`config.mk`:
```
export PLATFORM = sky130hd
export DESIGN_NAME = tdag_path_range_list_flat
export DESIGN_NICKNAME = d
export VERILOG_FILES = /design/src/rtl/tdag_pkg.sv /design/src/rtl/tdag_if.sv /design/src/rtl/tdag_dpath.sv /design/src/rtl/tdag_ctrl.sv /design/src/rtl/tdag_path_range_list.sv /design/src/flat_wrapper.sv
export SDC_FILE = /design/constraint.sdc
export NUM_CORES = 1
export LEC_CHECK = 0
export ABC_CLOCK_PERIOD_IN_PS = 6900
export BUFFER_PORTS_ARGS = -buffer_cell sky130_fd_sc_hd__clkbuf_2
export CAP_MARGIN = 20
export CORE_UTILIZATION = 40
export DETAILED_ROUTE_END_ITERATION = 10
export MAX_ROUTING_LAYER = met4
export PLACE_DENSITY = 0.71
export SYNTH_ARGS = -nofsm -noshare
export SYNTH_HDL_FRONTEND = slang
export SYNTH_SLANG_ARGS = --single-unit
```
`constraint.sdc`:
```
create_clock -name clk -period 6.9 [get_ports clk]
set_input_delay 1.38 -clock clk [delete_from_list [all_inputs] [get_ports clk]]
set_output_delay 1.38 -clock clk [all_outputs]
set_load 0.1 [all_outputs]
```
`src/rtl/tdag_pkg.sv`:
```
`default_nettype none

package tdag_pkg;

  // Largest tree height; a larger register value saturates to this.
  localparam int MAX_HEIGHT = 16;
  // Coordinate width, fixed by the value and range fields.
  localparam int VAL_W      = 16;
  // Width of the tree height register.
  localparam int HGT_W      = 5;
  // Configuration bus.
  localparam int CFG_DATA_W = 32;
  localparam int CFG_ADDR_W = 3;
  // Register index of tree_height.
  localparam logic REG_TREE_HEIGHT = 1'b0;

  // Which range the datapath places in the output register.
  typedef enum logic [1:0] {
    SEL_NODE,
    SEL_MID,
    SEL_LEAF,
    SEL_ERR
  } sel_t;

  // Commands from the controller to the datapath.
  typedef struct packed {
    logic load;
    logic step;
    logic emit;
    sel_t sel;
  } cmd_t;

  // Status from the datapath to the controller.
  typedef struct packed {
    logic done;
    logic err;
    logic mid_hit;
  } status_t;

endpackage

`default_nettype wire

```
`src/rtl/tdag_if.sv`:
```
`default_nettype none

interface tdag_in_if;
  logic                         valid;
  logic                         ready;
  logic [tdag_pkg::VAL_W-1:0]   value;

  modport source (output valid, output value, input ready);
  modport sink   (input valid, input value, output ready);
endinterface

interface tdag_out_if;
  logic                         valid;
  logic                         ready;
  logic [tdag_pkg::VAL_W-1:0]   range_low;
  logic [tdag_pkg::VAL_W-1:0]   range_high;
  logic                         is_last;
  logic                         out_of_range;

  modport source (output valid, output range_low, output range_high, output is_last,
                  output out_of_range, input ready);
  modport sink   (input valid, input range_low, input range_high, input is_last,
                  input out_of_range, output ready);
endinterface

`default_nettype wire

```
`src/rtl/tdag_dpath.sv`:
```
`default_nettype none

module tdag_dpath (
  input  wire logic                         clk,
  input  wire logic [tdag_pkg::VAL_W-1:0]   in_value,
  input  wire logic [tdag_pkg::HGT_W-1:0]   tree_height,
  input  wire tdag_pkg::cmd_t               cmd,
  output tdag_pkg::status_t                 status,
  output logic [tdag_pkg::VAL_W-1:0]        range_low,
  output logic [tdag_pkg::VAL_W-1:0]        range_high,
  output logic                              is_last,
  output logic                              out_of_range
);
  import tdag_pkg::*;

  logic [VAL_W-1:0] val_r, lo_r, hi_r;
  logic             err_r;
  logic [VAL_W-1:0] out_lo_r, out_hi_r;
  logic             out_last_r, out_err_r;

  logic [HGT_W-1:0] h_eff;
  logic [VAL_W:0]   top;
  logic [VAL_W-1:0] w, mid, q, m0, m1;
  logic [VAL_W-1:0] lo_nxt, hi_nxt;

  // Root bound 2^h - 1, with the height saturated.
  assign h_eff = (tree_height > HGT_W'(MAX_HEIGHT)) ? HGT_W'(MAX_HEIGHT) : tree_height;
  assign top   = ((VAL_W+1)'(1) << h_eff) - (VAL_W+1)'(1);

  // Current node: width, middle point and middle range.
  assign w   = hi_r - lo_r;
  assign mid = lo_r + (w >> 1);
  assign q   = w >> 2;
  assign m0  = mid - q;
  assign m1  = mid + q + VAL_W'(w[1:0] != 2'b00);

  assign status.done    = (lo_r == hi_r);
  assign status.err     = err_r;
  assign status.mid_hit = (w > VAL_W'(1)) && (val_r >= m0) && (val_r <= m1);

  always_comb begin
    lo_nxt = lo_r;
    hi_nxt = hi_r;
    if (cmd.load) begin
      lo_nxt = '0;
      hi_nxt = top[VAL_W-1:0];
    end else if (cmd.step) begin
      if (val_r <= mid) begin
        hi_nxt = mid;
      end else begin
        lo_nxt = mid + VAL_W'(1);
      end
    end
  end

  always_ff @(posedge clk) begin
    lo_r <= lo_nxt;
    hi_r <= hi_nxt;
    if (cmd.load) begin
      val_r <= in_value;
      err_r <= ({1'b0, in_value} > top);
    end
    if (cmd.emit) begin
      unique case (cmd.sel)
        SEL_NODE: begin
          out_lo_r   <= lo_r;
          out_hi_r   <= hi_r;
          out_last_r <= 1'b0;
          out_err_r  <= 1'b0;
        end
        SEL_MID: begin
          out_lo_r   <= m0;
          out_hi_r   <= m1;
          out_last_r <= 1'b0;
          out_err_r  <= 1'b0;
        end
        SEL_LEAF: begin
          out_lo_r   <= val_r;
          out_hi_r   <= val_r;
          out_last_r <= 1'b1;
          out_err_r  <= 1'b0;
        end
        SEL_ERR: begin
          out_lo_r   <= '0;
          out_hi_r   <= '0;
          out_last_r <= 1'b1;
          out_err_r  <= 1'b1;
        end
        default: begin
          out_lo_r   <= out_lo_r;
          out_hi_r   <= out_hi_r;
          out_last_r <= out_last_r;
          out_err_r  <= out_err_r;
        end
      endcase
    end
  end

  assign range_low    = out_lo_r;
  assign range_high   = out_hi_r;
  assign is_last      = out_last_r;
  assign out_of_range = out_err_r;

endmodule

`default_nettype wire

```
`src/rtl/tdag_ctrl.sv`:
```
`default_nettype none

module tdag_ctrl (
  input  wire logic               clk,
  input  wire logic               rst_n,
  input  wire logic               in_valid,
  output logic                    in_ready,
  output logic                    out_valid,
  input  wire logic               out_ready,
  input  wire tdag_pkg::status_t  status,
  output tdag_pkg::cmd_t          cmd
);
  import tdag_pkg::*;

  typedef enum logic [1:0] {
    ST_IDLE,
    ST_NODE,
    ST_MID
  } state_t;

  state_t state_r, state_nxt;
  logic   out_valid_r, out_valid_nxt;
  logic   slot_free;

  // The output register may be refilled when empty or being drained.
  assign slot_free = !out_valid_r || out_ready;

  always_comb begin
    state_nxt     = state_r;
    out_valid_nxt = out_valid_r && !out_ready;
    cmd           = '0;
    cmd.sel       = SEL_NODE;
    unique case (state_r)
      ST_IDLE: begin
        if (in_valid) begin
          cmd.load  = 1'b1;
          state_nxt = ST_NODE;
        end
      end
      ST_NODE: begin
        if (slot_free) begin
          cmd.emit      = 1'b1;
          out_valid_nxt = 1'b1;
          priority if (status.err) begin
            cmd.sel   = SEL_ERR;
            state_nxt = ST_IDLE;
          end else if (status.done) begin
            cmd.sel   = SEL_LEAF;
            state_nxt = ST_IDLE;
          end else begin
            cmd.sel = SEL_NODE;
            if (status.mid_hit) begin
              state_nxt = ST_MID;
            end else begin
              cmd.step = 1'b1;
            end
          end
        end
      end
      ST_MID: begin
        if (slot_free) begin
          cmd.emit      = 1'b1;
          cmd.sel       = SEL_MID;
          cmd.step      = 1'b1;
          out_valid_nxt = 1'b1;
          state_nxt     = ST_NODE;
        end
      end
      default: begin
        state_nxt = ST_IDLE;
      end
    endcase
  end

  always_ff @(posedge clk) begin
    if (!rst_n) begin
      state_r     <= ST_IDLE;
      out_valid_r <= 1'b0;
    end else begin
      state_r     <= state_nxt;
      out_valid_r <= out_valid_nxt;
    end
  end

  assign in_ready  = (state_r == ST_IDLE);
  assign out_valid = out_valid_r;

endmodule

`default_nettype wire

```
`src/rtl/tdag_path_range_list.sv`:
```
// Lists the path of covering ranges for one coordinate in a tree-like DAG
// whose root range is [0, 2^h - 1], h being the tree_height register.
// The request channel in_req carries one value; the result channel out_rsp
// returns the node range of every level walked, the middle range of a
// level where the value lies inside it, and finally the leaf [value, value]
// with is_last set. A value beyond the root gives a single result with
// out_of_range and is_last set and both bounds zero.
// A request is taken only while no walk is in progress, but it may be taken
// while the last result of the previous request still waits in the output
// register. After acceptance the controller loads the value and moves to its
// node state, which writes the first result into the single output register;
// then the walk controller emits one range per cycle while the receiver takes
// them. A request gives at most 2h results (one for h = 0), so at most 32.
// When the receiver stalls, the output register holds its result and the
// walk pauses until it is taken. Reset empties the output register, returns
// the controller to idle and sets tree_height to 16. The height is written
// over the APB port, at byte address 0; the user must write it only while
// the block is idle, and the block itself does not enforce this.
`default_nettype none

module tdag_path_range_list (
  input  wire logic                              clk,
  input  wire logic                              rst_n,
  tdag_in_if.sink                                in_req,
  tdag_out_if.source                             out_rsp,
  input  wire logic                              psel,
  input  wire logic                              penable,
  input  wire logic                              pwrite,
  input  wire logic [tdag_pkg::CFG_ADDR_W-1:0]   paddr,
  input  wire logic [tdag_pkg::CFG_DATA_W-1:0]   pwdata,
  output logic [tdag_pkg::CFG_DATA_W-1:0]        prdata,
  output logic                                   pready
);
  import tdag_pkg::*;

  logic [HGT_W-1:0] tree_height_r;
  logic             reg_sel;
  cmd_t             cmd;
  status_t          status;

  // Register block: one register, selected by the word address bit.
  assign pready  = 1'b1;
  assign reg_sel = (paddr[2] == REG_TREE_HEIGHT);
  assign prdata  = reg_sel ? CFG_DATA_W'(tree_height_r) : '0;

  always_ff @(posedge clk) begin
    if (!rst_n) begin
      tree_height_r <= HGT_W'(16);
    end else if (psel && penable && pwrite && pready && reg_sel) begin
      tree_height_r <= pwdata[HGT_W-1:0];
    end
  end

  // The controller sequences the walk; the datapath keeps the node bounds
  // and the output register.
  tdag_ctrl u_ctrl (
    .clk       (clk),
    .rst_n     (rst_n),
    .in_valid  (in_req.valid),
    .in_ready  (in_req.ready),
    .out_valid (out_rsp.valid),
    .out_ready (out_rsp.ready),
    .status    (status),
    .cmd       (cmd)
  );

  tdag_dpath u_dpath (
    .clk          (clk),
    .in_value     (in_req.value),
    .tree_height  (tree_height_r),
    .cmd          (cmd),
    .status       (status),
    .range_low    (out_rsp.range_low),
    .range_high   (out_rsp.range_high),
    .is_last      (out_rsp.is_last),
    .out_of_range (out_rsp.out_of_range)
  );

  // Once a request is taken, no further request is taken in the next cycle.
  a_one_walk: assert property (@(posedge clk) disable iff (!rst_n)
    (in_req.valid && in_req.ready) |=> !in_req.ready)
    else $error("request taken while a walk was starting");

  // An error result carries zero bounds and closes the list.
  a_err_form: assert property (@(posedge clk) disable iff (!rst_n)
    (out_rsp.valid && out_rsp.out_of_range) |->
      (out_rsp.is_last && out_rsp.range_low == '0 && out_rsp.range_high == '0))
    else $error("malformed out-of-range result");

  // The closing result of a normal walk is a single point.
  a_leaf_point: assert property (@(posedge clk) disable iff (!rst_n)
    (out_rsp.valid && out_rsp.is_last && !out_rsp.out_of_range) |->
      (out_rsp.range_low == out_rsp.range_high))
    else $error("leaf result is not a single point");

  // Every range emitted is ordered.
  a_ordered: assert property (@(posedge clk) disable iff (!rst_n)
    out_rsp.valid |-> (out_rsp.range_low <= out_rsp.range_high))
    else $error("range bounds out of order");

endmodule

`default_nettype wire

```
`src/flat_wrapper.sv`:
```
// flat-port wrapper written by rule: the top's interface ports become plain ports
module tdag_path_range_list_flat import tdag_pkg::*;
  (clk, rst_n, psel, penable, pwrite, paddr, pwdata, prdata, pready, in_req_valid, in_req_value, in_req_ready, out_rsp_valid, out_rsp_range_low, out_rsp_range_high, out_rsp_is_last, out_rsp_out_of_range, out_rsp_ready);
  tdag_in_if in_req_i ();
  tdag_out_if out_rsp_i ();
  input  wire logic clk;
  input  wire logic rst_n;
  input  wire logic psel;
  input  wire logic penable;
  input  wire logic pwrite;
  input  wire logic [tdag_pkg::CFG_ADDR_W-1:0] paddr;
  input  wire logic [tdag_pkg::CFG_DATA_W-1:0] pwdata;
  output logic [tdag_pkg::CFG_DATA_W-1:0] prdata;
  output logic pready;
  input wire logic [$bits(in_req_i.valid)-1:0] in_req_valid;
  input wire logic [$bits(in_req_i.value)-1:0] in_req_value;
  output wire logic [$bits(in_req_i.ready)-1:0] in_req_ready;
  output wire logic [$bits(out_rsp_i.valid)-1:0] out_rsp_valid;
  output wire logic [$bits(out_rsp_i.range_low)-1:0] out_rsp_range_low;
  output wire logic [$bits(out_rsp_i.range_high)-1:0] out_rsp_range_high;
  output wire logic [$bits(out_rsp_i.is_last)-1:0] out_rsp_is_last;
  output wire logic [$bits(out_rsp_i.out_of_range)-1:0] out_rsp_out_of_range;
  input wire logic [$bits(out_rsp_i.ready)-1:0] out_rsp_ready;
  assign in_req_i.valid = in_req_valid;
  assign in_req_i.value = in_req_value;
  assign in_req_ready = in_req_i.ready;
  assign out_rsp_valid = out_rsp_i.valid;
  assign out_rsp_range_low = out_rsp_i.range_low;
  assign out_rsp_range_high = out_rsp_i.range_high;
  assign out_rsp_is_last = out_rsp_i.is_last;
  assign out_rsp_out_of_range = out_rsp_i.out_of_range;
  assign out_rsp_i.ready = out_rsp_ready;
  tdag_path_range_list u_core (.clk(clk), .rst_n(rst_n), .in_req(in_req_i), .out_rsp(out_rsp_i), .psel(psel), .penable(penable), .pwrite(pwrite), .paddr(paddr), .pwdata(pwdata), .prdata(prdata), .pready(pready));
endmodule
```
==> flow_summary.json, run 1 <==
{
  "outcome": "complete, but fails checks",
  "failed_checks": "negative setup slack",
  "min_path_cells": 2,
  "cts.reportedPaths.clkPinSlew_ns": 0.07,
  "vias": 8627,
  "ys_warn_count": 0,
  "synth_cell_types": 75,
  "overflow": 0,
  "synth_edf_count": 67,
  "grt_pass1_wl_um": 40900,
  "drive_gt1_share_pct": 29.4,
  "synthAdderAreaFrac_pct": 19.1,
  "hold_viol_final": 0,
  "grt_use_total_pct": 23.0,
  "seq_area_frac_synth_pct": 27.4,
  "wire_per_inst_um": 16.9,
  "finalSetupViolCount": 5,
  "timing.rr.end": "u_core.u_dpath.lo_r[13]",
  "async_flop_share_pct": 0,
  "dpl.hpwl_um": 21200,
  "io_pins": 127,
  "synth_top_family_by_area": "compound AO/OA/AOI/OAI gates",
  "criticalPathCategory": "reg -> reg",
  "r2r-start": "u_core.u_dpath.hi_r[0]",
  "drt-total-wl_um": 27000,
  "io_buffers": 69,
  "holdBufCountCts": 0,
  "cp.required_ns": 7.16,
  "clockBufferDepth": 2,
  "holdWs_ns": 0.522,
  "post-route-drc-count": 0,
  "grt_max_degree": 54,
  "synth.area.mux_share_pct": 1.10,
  "fin_worst_skew_ns": 0.0164,
  "cts_tree": "built",
  "rsz0062_at_grt": "true",
  "slew-limit-headroom_pct": 38.2,
  "synthSimpleGateAreaFrac_pct": 16.9,
  "min_period_ns": 6.93,
  "cts_root_buffer": "clkbuf_16",
  "max-cap-violations": 0,
  "cp_common_cell": "buf_4",
  "r2r_slack_ns": -0.03,
  "yosys_most_used_dff": "edfxtp_1",
  "antenna_found_initial": 0,
  "max_freq_ghz": 0.144,
  "cp_max_fo": 7,
  "synth_xor_area_share_pct": 6.21,
  "drt_pre_antenna_iters": 4,
  "slowest_stage": "nor4_4",
  "holdCritStartpoint": "u_core.u_dpath.lo_r[10]",
  "cts_inserted_buffers": 9,
  "viasPerCell": 5.39,
  "syn_inst": 1059,
  "avgSynthCellArea_um2": 8.60,
  "synth_compound_area_share_pct": 22.0,
  "coreArea_um2": 22100,
  "ctsHtreeMaxLevel": 3,
  "nNetsFinal": 1511,
  "cpPeakStageDelay_ns": 0.42,
  "syn_to_final_growth_pct": 30.9,
  "cts_sinks": 91,
  "antenna_left": 0,
  "dieWidth_um": 153,
  "gp_congestion": 0.957,
  "ys_seq_elements": 91,
  "insertedDiodeCount": 0,
  "num_rows": 54,
  "hold_end": "u_core.u_dpath.lo_r[10]",
  "grt_pass1_vias": 8180,
  "min_path_type": "reg -> reg",
  "start_util_pct": 41.2,
  "initialDrtViolationCount": 399,
  "period_share_pct": 100,
  "die_area_um2": 23400,
  "cp-end-kind": "flip-flop",
  "tightest_slew_ns": 0.924,
  "clock_latency_ns": 0.37,
  "die_h_um": 153,
  "n_fill_cell": 1955,
  "setup_ws_ns": -0.0333,
  "startpoint_type": "flip-flop",
  "reg2regPathDepth": 36,
  "maxSlewViolCount": 0,
  "synthesis.area_um2": 9110,
  "arrival_ns": 7.20
}
==> layer usage <==
metal | wire [um] | up-vias | share of wire, % | GRT usage [%]
li1 | - | 4295 | - | -
met1 | 12500 | 4002 | 46 | 30.7
met2 | 12200 | 301 | 45 | 35.7
met3 | 1960 | 29 | 7.3 | 4.14
met4 | 397 | 0 | 1.5 | 6.06
met5 | 0 | - | 0 | -
==> cell usage after synthesis, drive strengths merged, types with 22 or more instances <==
cell type	number	share of area, %
ha	131	18
nor2	93	3.8
a21oi	80	4.4
nand2	80	3.3
inv	78	3.2
o21ai	72	4.0
edfxtp	67	22
xnor2	39	3.8
buf	35	2.8
clkbuf	29	1.2
a21o	27	2.2
nand3	25	1.4
dfxtp	24	5.3
nor2b	24	1.6
xor2	23	2.4
o21a	22	1.8
==> area by class of cell <==
class / count / area [um2] / area share (%)
clock buffer: 13 / 282 / 2.36
clock inverter: 3 / 23.8 / 0.199
inverter: 79 / 297 / 2.49
multi-input combinational: 851 / 6400 / 53.7
sequential: 91 / 2490 / 20.9
tap: 280 / 350 / 2.94
timing repair buffer: 285 / 2080 / 17.4
==> critical path, delay by kind of cell (launching register included) <==
| kind | cells | cell delay (ns) |
|---|---|---|
| AO/OA/AOI/OAI | 13 | 2.40 |
| XOR/XNOR | 2 | 0.36 |
| flip-flops | 1 | 0.40 |
| AND/OR/NAND/NOR | 7 | 1.06 |
| buffers and inverters | 9 | 1.13 |
| adder cells (fa/ha/maj) | 5 | 1.46 |
==> how the worst max path moves through the flow <==
stage | from | endpoint | depth (start not counted)
final | u_core.u_dpath.hi_r[0] | u_core.u_dpath.lo_r[13] | 36
after global routing | u_core.u_dpath.hi_r[0] | u_core.u_dpath.lo_r[9] | 34
after CTS | u_core.u_dpath.hi_r[0] | u_core.u_dpath.lo_r[15] | 34
after detailed placement | u_core.u_dpath.hi_r[0] | u_core.u_dpath.hi_r[0] | 32
after global placement | u_core.u_dpath.hi_r[0] | u_core.u_dpath.hi_r[1] | 32
after floorplan | u_core.u_dpath.hi_r[0] | u_core.u_dpath.hi_r[0] | 34
==> what timing repair did <==
item	CTS	global route
buffers inserted	3	21
pin swaps	4	57
cloned	0	3
endpoints found under the setup margin	34	34
resized for setup	9	72
==> flip-flops by register name, indices dropped and copies added (netlist names) <==
name,cells
u_core.u_dpath.hi_r,16
u_core.u_dpath.lo_r,16
u_core.u_dpath.range_high,16
u_core.u_dpath.range_low,16
u_core.u_dpath.val_r,16
u_core.tree_height_r,5
u_core.u_ctrl.state_r,2
u_core.u_ctrl.out_valid,1
u_core.u_dpath.err_r,1
u_core.u_dpath.is_last,1
u_core.u_dpath.out_of_range,1
==> cells in the final DEF (no fill, tap or decap), types with 13 or more instances in the layout <==
| master | netlist | routed |
|---|---|---|
| nor3_1 | 21 | 19 |
| xnor2_1 | 38 | 36 |
| xor2_1 | 21 | 20 |
| ha_1 | 131 | 119 |
| nor2b_1 | 24 | 22 |
| buf_4 | 29 | 201 |
| dfxtp_1 | 24 | 24 |
| nand2_1 | 80 | 78 |
| o21a_1 | 22 | 21 |
| a21oi_1 | 79 | 70 |
| a21o_1 | 26 | 26 |
| o21ai_0 | 70 | 62 |
| nand3_1 | 25 | 24 |
| nand4_1 | 21 | 21 |
| nor2_1 | 93 | 86 |
| clkbuf_2 | 1 | 69 |
| o211ai_1 | 13 | 13 |
| conb_1 | 2 | 28 |
| edfxtp_1 | 67 | 67 |
| inv_1 | 78 | 75 |
==> kinds of logic (layout without fill, tap and decap cells) <==
logic type,Yosys count,in the layout
other,2,28
adders and majority gates,136,136
xor gates and xnor gates,62,62
buffers and inverters,143,380
AOI/OAI and AO/OA,296,296
and+or+nand+nor,319,319
muxes,10,10
DFF,91,91
==> through the flow <==
stage / instance area, um2 / instances / worst slack, ns / setup TNS, ns / utilization (%)
4_1_cts: 11400 / 1577 / 0.0296 / 0 / 51.4
5_1_grt: 11900 / 1602 / -0.434 / -12.65 / 54.0
3_3_place_gp: 11000 / 1558 / -0.522 / -14.61 / 49.7
3_5_place_dp: 11000 / 1558 / -0.612 / -18.18 / 49.7
6_report: 11900 / 1602 / -0.0333 / -0.0790 / 54.0
2_1_floorplan: 9220 / 1085 / 0.0722 / 0 / -
Power of run 1 is left out: the tool's default activity adds up to more than one toggle a clock period on the data nets, which glitch-free logic cannot reach.
==> inputs of run 2 (changes only) <==
--- a/config.mk
+++ b/config.mk
@@ -10,7 +10,6 @@
 export CAP_MARGIN = 20
 export CORE_UTILIZATION = 40
 export DETAILED_ROUTE_END_ITERATION = 10
-export MAX_ROUTING_LAYER = met4
 export PLACE_DENSITY = 0.71
 export SYNTH_ARGS = -nofsm -noshare
 export SYNTH_HDL_FRONTEND = slang
==> run 2 against run 1 <==
  * The flow still finishes with violations (negative setup slack)
  * Global-route usage is 0.91 points lower
  * Clock-buffer cell count unchanged
  * Clock skew rose by 0.0012 ns
  * Flip-flop and latch count is the same
  * Non-clock buffer count is 4 lower
  * Setup slack got worse by 0.0048 ns
  * Utilization grew 0.30 points
  * Via count rose by 0.92%
  * Wire length increased by 1.1%
  * Maximum frequency hardly changed
  * Critical path type unchanged
  * Critical endpoint is now u_core.u_dpath.lo_r[3]
==> flow_summary.json, run 2 (synthesis gave the netlist of run 1 again) <==
{
  "dieWidth_um": 153,
  "cts_tree": "built",
  "cts_root_buffer": "clkbuf_16",
  "outcome": "complete, but fails checks",
  "syn_to_final_growth_pct": 31.7,
  "failed_checks": "negative setup slack",
  "overflow": 0,
  "period_share_pct": 101,
  "final_cell_mix": "buf_4 (200), ha_1 (119), nor2_1 (83), nand2_1 (79), inv_1 (74)",
  "clockBufferDepth": 2,
  "cp_max_fo": 7,
  "cts_sinks": 91,
  "antenna_found_initial": 1,
  "wire_per_inst_um": 17.1,
  "fin_setup_tns_ns": -0.0440,
  "clock_latency_ns": 0.37,
  "rsz0062_at_grt": "true",
  "antenna_left": 0,
  "tightest_slew_ns": 0.914,
  "dpl.hpwl_um": 21300,
  "slowest_stage": "edfxtp_1",
  "grt_pass1_vias": 7959,
  "ctsHtreeMaxLevel": 3,
  "cts.reportedPaths.clkPinSlew_ns": 0.07,
  "dp.cells": 1555,
  "setup_ws_ns": -0.0381,
  "slew-limit-headroom_pct": 38.9,
  "cts_inserted_buffers": 9,
  "nNetsFinal": 1507,
  "num_rows": 54,
  "criticalPathCategory": "reg -> reg",
  "final_common_cell": "buf_4",
  "viasPerCell": 5.45,
  "drive_gt1_share_pct": 30.5,
  "drt-total-wl_um": 27300,
  "grt_pass1_wl_um": 40400,
  "gp_congestion": 0.956,
  "start_util_pct": 41.2,
  "min_path_type": "reg -> reg",
  "fin_util_pct": 54.3,
  "drt_pre_antenna_iters": 6,
  "startpoint_type": "flip-flop",
  "fin_worst_skew_ns": 0.0176,
  "max-cap-violations": 0,
  "cp.required_ns": 7.16,
  "io_buffers": 69,
  "io_pins": 127,
  "maxSlewViolCount": 0,
  "initialDrtViolationCount": 472,
  "die_h_um": 153,
  "hold_viol_final": 0,
  "insertedDiodeCount": 0,
  "cpPeakStageDelay_ns": 0.42,
  "max_freq_ghz": 0.144,
  "min_period_ns": 6.94,
  "grt_max_degree": 54,
  "coreArea_um2": 22100,
  "grt_use_total_pct": 22.1,
  "arrival_ns": 7.20,
  "cp-end-kind": "flip-flop",
  "layoutNonFillerInstCount": 1598,
  "cp_common_cell": "buf_6",
  "vias": 8706,
  "post-route-drc-count": 0,
  "finalSetupViolCount": 2,
  "die_area_um2": 23400
}
==> run 2: changes by cell type in the layout (fill, tap and decap cells not counted), moves of 2 or more <==
cell | previous run | this run
a21oi_2 | 10 | 15
and2_4 | 0 | 2
nor2_1 | 86 | 83
and2_1 | 6 | 4
xnor2_1 | 36 | 34
nor3_2 | 2 | 4
xnor2_2 | 3 | 5
a21oi_1 | 70 | 65
nor3_1 | 19 | 17
nor2_2 | 6 | 8
==> run 2: critical path, delay by kind of cell (launching register included) <==
| kind | cells | cell delay (ns) |
|---|---|---|
| compound gates | 14 | 2.78 |
| flops | 1 | 0.42 |
| xor+xnor | 2 | 0.40 |
| simple gates | 6 | 0.64 |
| fa+ha+maj | 5 | 1.50 |
| buf+inv | 9 | 1.09 |
==> run 2: cell type report <==
cell class	instances	area (um2)
fillers	1950	10100
multi-input cells	851	6530
flip-flops and latches	91	2490
repair buffers	281	2030
well taps	280	350
inverters	79	297
clock buffers	13	282
clock inverters	3	23.8
==> run 2: layer usage <==
layer  wire length, um  GRT usage [%]  vias up
li1                  -              -     4281
met1             12800           31.2     4069
met2             12100           35.1      309
met3              1850           3.23       47
met4               569           5.77        0
met5                 0              0        -
==> run 2: worst paths after layout <==
check / slack (ns) / cells past startpoint / end / start
worst min-delay path: 0.53 / 2 / u_core.u_dpath.lo_r[10] / u_core.u_dpath.lo_r[10]
worst max register to register: -0.04 / 36 / u_core.u_dpath.lo_r[3] / u_core.u_dpath.hi_r[0]
worst max-delay path: -0.04 / 36 / u_core.u_dpath.lo_r[3] / u_core.u_dpath.hi_r[0]
worst min register to register: 0.53 / 2 / u_core.u_dpath.lo_r[10] / u_core.u_dpath.lo_r[10]
==> run 2: repair_timing <==
action,in CTS,in global routing
setup buffers,1,26
gates resized for setup,8,99
pin swaps,3,45
endpoints found under the setup margin,34,34
hold buffers,0,0
cloned,0,2
==> run 2: stage by stage <==
stage	hold slack, ns	setup slack [ns]	area [um2]
final	0.528	-0.0381	12000
after floorplan	0.475	0.0722	9220
after global placement	0.487	-0.549	11000
after detailed placement	0.513	-0.573	11000
after CTS	0.524	0.0150	11300
after global routing	0.565	-0.292	12000
Power of run 2 is left out for the same reason.
